===== src/design/nnm_pkg.sv =====
// Shared types and constants for the nearest-neighbor coordinate mapper.
// No dependencies; imported by every module of the block.
`default_nettype none
package nnm_pkg;

  localparam int CoordW   = 16;           // coordinate and extent width
  localparam int NumW     = 2 * CoordW + 1; // (2*dest+1)*src needs 33 bits
  localparam int RemW     = CoordW + 1;     // partial remainder, below 2*dest_extent
  localparam int DivSteps = CoordW;         // one quotient bit per cell
  localparam int CfgIdxW  = 2;

  typedef enum logic [CfgIdxW-1:0] {
    REG_DEST_EXTENT = 2'd0,
    REG_SRC_EXTENT  = 2'd1
  } cfg_reg_e;

  // Payload that travels down the divider chain.
  typedef struct packed {
    logic [RemW-1:0]   rem;     // running remainder
    logic [CoordW-1:0] num_lo;  // numerator bits not yet shifted in, MSB next
    logic [CoordW-1:0] quo;     // quotient bits found so far
    logic              zero;    // disabled axis or coordinate out of range
  } nnm_cell_t;

endpackage : nnm_pkg
`default_nettype wire


===== src/design/nearest_neighbor_coordinate_map_core.sv =====
// Top level of the nearest-neighbor coordinate mapper: config registers,
// entry cell and a chain of division cells. Depends on nnm_pkg, nnm_front, nnm_div_cell.
//
//   channel | signals                               | width
//   in      | in_valid_i  in_ready_o  dest_coord_i  | 16
//   out     | out_valid_o out_ready_i src_coord_o   | 16
//   cfg     | cfg_we_i    cfg_idx_i   cfg_data_i    | 2 / 16
//
// One item per cycle sustained while out is not stalled; the path is the numerator multiply
// register plus 16 division cells, one quotient bit per cell.
// Reset clears all cell valid bits and both extents to zero.
// A stall on out holds the run of full cells nearest out at once through the ready chain;
// empty cells keep accepting, so full cells behind them still move up.
`default_nettype none
module nearest_neighbor_coordinate_map_core import nnm_pkg::*; (
  input  wire logic               clk_i,
  input  wire logic               rst_ni,
  input  wire logic               cfg_we_i,
  input  wire logic [CfgIdxW-1:0] cfg_idx_i,
  input  wire logic [CoordW-1:0]  cfg_data_i,
  input  wire logic               in_valid_i,
  output logic                    in_ready_o,
  input  wire logic [CoordW-1:0]  dest_coord_i,
  output logic                    out_valid_o,
  input  wire logic               out_ready_i,
  output logic [CoordW-1:0]       src_coord_o
);

  logic [CoordW-1:0] dest_ext_q, src_ext_q;

  always_ff @(posedge clk_i or negedge rst_ni) begin
    if (!rst_ni) begin
      dest_ext_q <= '0;
      src_ext_q  <= '0;
    end else if (cfg_we_i) begin
      unique case (cfg_idx_i)
        REG_DEST_EXTENT: dest_ext_q <= cfg_data_i;
        REG_SRC_EXTENT:  src_ext_q  <= cfg_data_i;
        default: ;  // drop writes to unknown registers
      endcase
    end
  end

  logic      valid_w [DivSteps+1];
  logic      ready_w [DivSteps+1];
  nnm_cell_t data_w  [DivSteps+1];

  nnm_front u_front (
    .clk_i         (clk_i),
    .rst_ni        (rst_ni),
    .dest_extent_i (dest_ext_q),
    .src_extent_i  (src_ext_q),
    .up_valid_i    (in_valid_i),
    .up_ready_o    (in_ready_o),
    .dest_coord_i  (dest_coord_i),
    .down_valid_o  (valid_w[0]),
    .down_ready_i  (ready_w[0]),
    .down_data_o   (data_w[0])
  );

  for (genvar g = 0; g < DivSteps; g++) begin : g_cell
    nnm_div_cell u_cell (
      .clk_i         (clk_i),
      .rst_ni        (rst_ni),
      .dest_extent_i (dest_ext_q),
      .up_valid_i    (valid_w[g]),
      .up_ready_o    (ready_w[g]),
      .up_data_i     (data_w[g]),
      .down_valid_o  (valid_w[g+1]),
      .down_ready_i  (ready_w[g+1]),
      .down_data_o   (data_w[g+1])
    );
  end

  nnm_cell_t last;
  assign last              = data_w[DivSteps];
  assign out_valid_o       = valid_w[DivSteps];
  assign ready_w[DivSteps] = out_ready_i;

  // Zero for invalid requests, otherwise clamp the quotient below src_extent.
  always_comb begin
    priority if (last.zero) begin
      src_coord_o = '0;
    end else if (last.quo >= src_ext_q) begin
      src_coord_o = src_ext_q - CoordW'(1);
    end else begin
      src_coord_o = last.quo;
    end
  end

  a_disabled_zero: assert property (@(posedge clk_i) disable iff (!rst_ni)
    (out_valid_o && (dest_ext_q == '0 || src_ext_q == '0)) |-> (src_coord_o == '0))
    else $error("nonzero result on a disabled axis");

  a_below_src: assert property (@(posedge clk_i) disable iff (!rst_ni)
    (out_valid_o && src_ext_q != '0) |-> (src_coord_o < src_ext_q))
    else $error("result at or past src_extent");

  a_stall_source: assert property (@(posedge clk_i) disable iff (!rst_ni)
    !in_ready_o |-> (out_valid_o && !out_ready_i))
    else $error("input blocked without an output stall");

endmodule : nearest_neighbor_coordinate_map_core
`default_nettype wire


===== src/design/nnm_front.sv =====
// Entry cell: forms the exact numerator and the zero-result flag.
// Depends on nnm_pkg.
`default_nettype none
module nnm_front import nnm_pkg::*; (
  input  wire logic              clk_i,
  input  wire logic              rst_ni,
  input  wire logic [CoordW-1:0] dest_extent_i,
  input  wire logic [CoordW-1:0] src_extent_i,
  input  wire logic              up_valid_i,
  output logic                   up_ready_o,
  input  wire logic [CoordW-1:0] dest_coord_i,
  output logic                   down_valid_o,
  input  wire logic              down_ready_i,
  output nnm_cell_t              down_data_o
);

  logic            valid_q;
  nnm_cell_t       data_q, data_d;
  logic [NumW-1:0] num;

  assign num = NumW'({dest_coord_i, 1'b1}) * NumW'(src_extent_i);

  always_comb begin
    data_d.rem    = num[NumW-1:CoordW];
    data_d.num_lo = num[CoordW-1:0];
    data_d.quo    = '0;
    data_d.zero   = (dest_extent_i == '0) || (src_extent_i == '0) ||
                    (dest_coord_i >= dest_extent_i);
  end

  assign up_ready_o = !valid_q || down_ready_i;

  always_ff @(posedge clk_i or negedge rst_ni) begin
    if (!rst_ni) begin
      valid_q <= 1'b0;
    end else if (up_ready_o) begin
      valid_q <= up_valid_i;
    end
  end

  always_ff @(posedge clk_i) begin
    if (up_ready_o && up_valid_i) begin
      data_q <= data_d;
    end
  end

  assign down_valid_o = valid_q;
  assign down_data_o  = data_q;

endmodule : nnm_front
`default_nettype wire


===== src/design/nnm_div_cell.sv =====
// One restoring-division cell: shifts in a numerator bit, finds one quotient bit.
// Depends on nnm_pkg.
`default_nettype none
module nnm_div_cell import nnm_pkg::*; (
  input  wire logic              clk_i,
  input  wire logic              rst_ni,
  input  wire logic [CoordW-1:0] dest_extent_i,
  input  wire logic              up_valid_i,
  output logic                   up_ready_o,
  input  wire nnm_cell_t         up_data_i,
  output logic                   down_valid_o,
  input  wire logic              down_ready_i,
  output nnm_cell_t              down_data_o
);

  logic            valid_q;
  nnm_cell_t       data_q, data_d;
  logic [RemW:0]   trial;
  logic [RemW:0]   den;
  logic [RemW:0]   diff;
  logic            fits;

  assign den   = {1'b0, dest_extent_i, 1'b0};
  assign trial = {up_data_i.rem, up_data_i.num_lo[CoordW-1]};
  assign diff  = trial - den;
  assign fits  = (trial >= den);

  always_comb begin
    data_d.rem    = fits ? diff[RemW-1:0] : trial[RemW-1:0];
    data_d.num_lo = {up_data_i.num_lo[CoordW-2:0], 1'b0};
    data_d.quo    = {up_data_i.quo[CoordW-2:0], fits};
    data_d.zero   = up_data_i.zero;
  end

  assign up_ready_o = !valid_q || down_ready_i;

  always_ff @(posedge clk_i or negedge rst_ni) begin
    if (!rst_ni) begin
      valid_q <= 1'b0;
    end else if (up_ready_o) begin
      valid_q <= up_valid_i;
    end
  end

  always_ff @(posedge clk_i) begin
    if (up_ready_o && up_valid_i) begin
      data_q <= data_d;
    end
  end

  assign down_valid_o = valid_q;
  assign down_data_o  = data_q;

endmodule : nnm_div_cell
`default_nettype wire


===== config.mk =====
export PLATFORM = sky130hd
export DESIGN_NAME = nearest_neighbor_coordinate_map_core
export DESIGN_NICKNAME = d
export VERILOG_FILES = /design/src/design/nnm_pkg.sv /design/src/design/nearest_neighbor_coordinate_map_core.sv /design/src/design/nnm_front.sv /design/src/design/nnm_div_cell.sv
export SDC_FILE = /design/constraint.sdc
export NUM_CORES = 2
export LEC_CHECK = 0
export BUFFER_PORTS_ARGS = -buffer_cell sky130_fd_sc_hd__buf_2
export CORE_MARGIN = 4
export CORE_UTILIZATION = 40
export CTS_BUF_LIST = sky130_fd_sc_hd__clkbuf_4 sky130_fd_sc_hd__clkbuf_8
export CTS_CLUSTER_DIAMETER = 200
export DETAILED_ROUTE_END_ITERATION = 8
export PLACE_DENSITY = 0.67
export SYNTH_ARGS = -nofsm -noshare
export SYNTH_HDL_FRONTEND = slang
export SYNTH_HIERARCHICAL = 1
export SYNTH_SLANG_ARGS = --single-unit

===== constraint.sdc =====
create_clock -name clk_i -period 7.1 [get_ports clk_i]
set_input_delay 1.42 -clock clk_i [delete_from_list [all_inputs] [get_ports clk_i]]
set_output_delay 1.42 -clock clk_i [all_outputs]
set_load 0.03 [all_outputs]

==> results.sh <==
export IMPL_hpwl_mm=77.3
export IMPL_max_cap_violations=0
export IMPL_drive_above_1_share_pct=14.6
export IMPL_grt_pass1_wl_mm=165
export IMPL_htreeDepth=3
export IMPL_dieWidth_um=347
export IMPL_cp_cell_sequence="buf_2 > buf_4 > nand2_1 > fa_1 > fa_1 > fa_1 > fa_1 > inv_1 > fa_1 > fa_1 > ha_1 > a21oi_1 > buf_4 > o21ai_0 > o2bb2ai_1 > o21ai_1 > nand2_1 > or4b_1 > nand3_1"
export IMPL_ioPinCount=57
export IMPL_viasPerCell=5.30
export IMPL_chipHeight_um=347
export IMPL_timing_setup_tns_ps=0
export IMPL_place_ws_ps=16.5
export IMPL_cts_tree="yes"
export IMPL_gp_congestion=0.919
export IMPL_synth_fp_nets=4848
export IMPL_nets=4985
export IMPL_finalSetupViolCount=0
export IMPL_cts_resized=0
export IMPL_finalWorstSetupSlack_ps=669
export IMPL_rows=124
export IMPL_cts_root_buf="clkbuf_8"
export IMPL_num_vias=31357
export IMPL_drc_errors=0
export IMPL_core_area_sq_mm=0.114
export IMPL_dieArea_sq_mm=0.121
export IMPL_postCtsSetupRepairBufs=0
export IMPL_routed_wl_mm=102
export IMPL_hold_violations=0
export IMPL_critPathLaunchType="primary input"
export IMPL_initial_utilization_pct=40.3
export IMPL_fmax_mhz=155
export IMPL_worst_path_max_delay_cell="fa_1"
export IMPL_worst_path_most_repeated_cell="fa_1"
export IMPL_clk_latency_ps=710
export IMPL_num_fill_cells=10577
export IMPL_dpl_cell_area_sq_mm=0.0482
export IMPL_final_area_sq_mm=0.0502
export IMPL_status="complete, no violations"
export IMPL_grt_pass1_vias=31552
export IMPL_period_needed_ps=6430
export IMPL_cts_buffers=98
export IMPL_grt_max_degree=50
export IMPL_drtPass1Iterations=5
export IMPL_syn2layout_area_growth_pct=8.96
export IMPL_netlist_instances=4192
export IMPL_clkTransAtPathRegs_ps=70
export IMPL_io_buffers=56
export IMPL_syn_area_sq_mm=0.0460
export IMPL_fin_skew_ps=42.8
export IMPL_worst_slew_pin_slew_ps=1090
export IMPL_cp_required_ps=7650
export IMPL_clk_path_buf_depth=3
export IMPL_post_drt_wl_per_cell_um=17.3
export IMPL_cpPeakStageDelay_ps=580
export IMPL_slew_headroom_pct=27.3
export IMPL_path_max_fanout=12
export IMPL_path_class="primary input to flop"
export IMPL_drv_slew=0
export IMPL_end_kind="flop"
export IMPL_grt_overflow_total=0
export IMPL_hold_path_class="flop to flop"
export IMPL_drt_iter0_markers=1974
export IMPL_rsz0062_at_grt="false"
export IMPL_cp_data_arrival_time_ps=6980
export IMPL_postSynthAreaPerCell_sq_um=11.0
export IMPL_ant_nets=0
export IMPL_antenna_found_initial=1
export IMPL_yosysWarningCount=6
export IMPL_grt_util_all_layers_pct=16.8
export IMPL_cts_hold_buf=0
export IMPL_fin_crit_sh_pct=90.6
export IMPL_cts_sinks=610
## state kept, by name, summed over array words and instances, names as in the netlist
signal / cells
dest_ext_q: 16
g_cell.u_cell/down_data_o: 527
g_cell.u_cell/down_valid_o: 16
src_ext_q: 16
u_front/down_data_o: 34
u_front/down_valid_o: 1
## per-stage QoR
| step | instances | utilization [%] | hold WS [ps] |
|---|---|---|---|
| finish | 5921 | 43.9 | 388 |
| global route | 5921 | 43.9 | 403 |
| CTS | 5919 | 43.9 | 387 |
| detailed placement | 5741 | 42.1 | 405 |
| global placement | 5741 | 42.1 | 401 |
| floorplan | 4192 | - | 400 |
## per-layer routing
| metal | wire length [um] | part of all wire, % | vias up | global-route usage [%] |
|---|---|---|---|---|
| li1 | - | - | 15098 | - |
| met1 | 44700 | 44 | 15358 | 21.6 |
| met2 | 49900 | 49 | 728 | 29.2 |
| met3 | 4840 | 4.7 | 173 | 2.64 |
| met4 | 2790 | 2.7 | 0 | 5.19 |
| met5 | 0 | 0 | - | 0 |
## area by class of cell
type,instances,area [sq um],share of cell area (%)
Sequential cell,610,18100,36.0
Clock buffer,131,1620,3.23
Tap cell,1512,1890,3.77
Multi-Input combinational cell,2914,25200,50.2
Inverter,566,2120,4.23
Clock inverter,47,375,0.748
Timing Repair Buffer,139,903,1.80
Antenna cell,2,5.00,0.00998
## path summary, 6_finish.rpt
path / start / to / slack, ps / cells after the start
setup / recovery: dest_coord_i[7] / u_front/down_data_o[47] / 670 / 19
hold / removal: g_cell[10].u_cell/down_data_o[30] / g_cell[11].u_cell/down_data_o[31] / 390 / 0
setup reg to reg: src_ext_q[11] / u_front/down_data_o[46] / 800 / 18
hold reg to reg: g_cell[10].u_cell/down_data_o[30] / g_cell[11].u_cell/down_data_o[31] / 390 / 0
max in group asynchronous: rst_ni / dest_ext_q[1] / 5830 / 2
min in group asynchronous: rst_ni / src_ext_q[12] / 810 / 2
## cell usage in the layout, fill, tap and decap left out, types with 26 or more instances in the layout
cell type  instances
a211o_1           26
a211oi_1          30
a21o_1            54
a21oi_1          300
and2_1           132
buf_2             56
buf_4             83
clkbuf_4          29
clkbuf_8         102
dfrtp_1           48
edfxtp_1         561
fa_1             223
ha_1             394
inv_1            566
mux2_2           119
mux2_4            93
nand2_1          331
nand2b_1          61
nand3_1           41
nand4_1           55
nor2_1           200
nor2b_1           27
nor3_1            32
o21a_1            28
o21ai_0          138
or3_1             31
xnor2_1          118
xor2_1            74
## worst max-delay path: cells and delay by family
family / cells / cell delay (ps)
AO/OA/AOI/OAI: 4 / 810
adder cells (fa/ha/maj): 7 / 3340
buffers and inverters: 4 / 670
AND/OR/NAND/NOR: 4 / 740
Power is not shown: default switching activity piles up to over one toggle a cycle in this logic, so the estimate is an artifact.
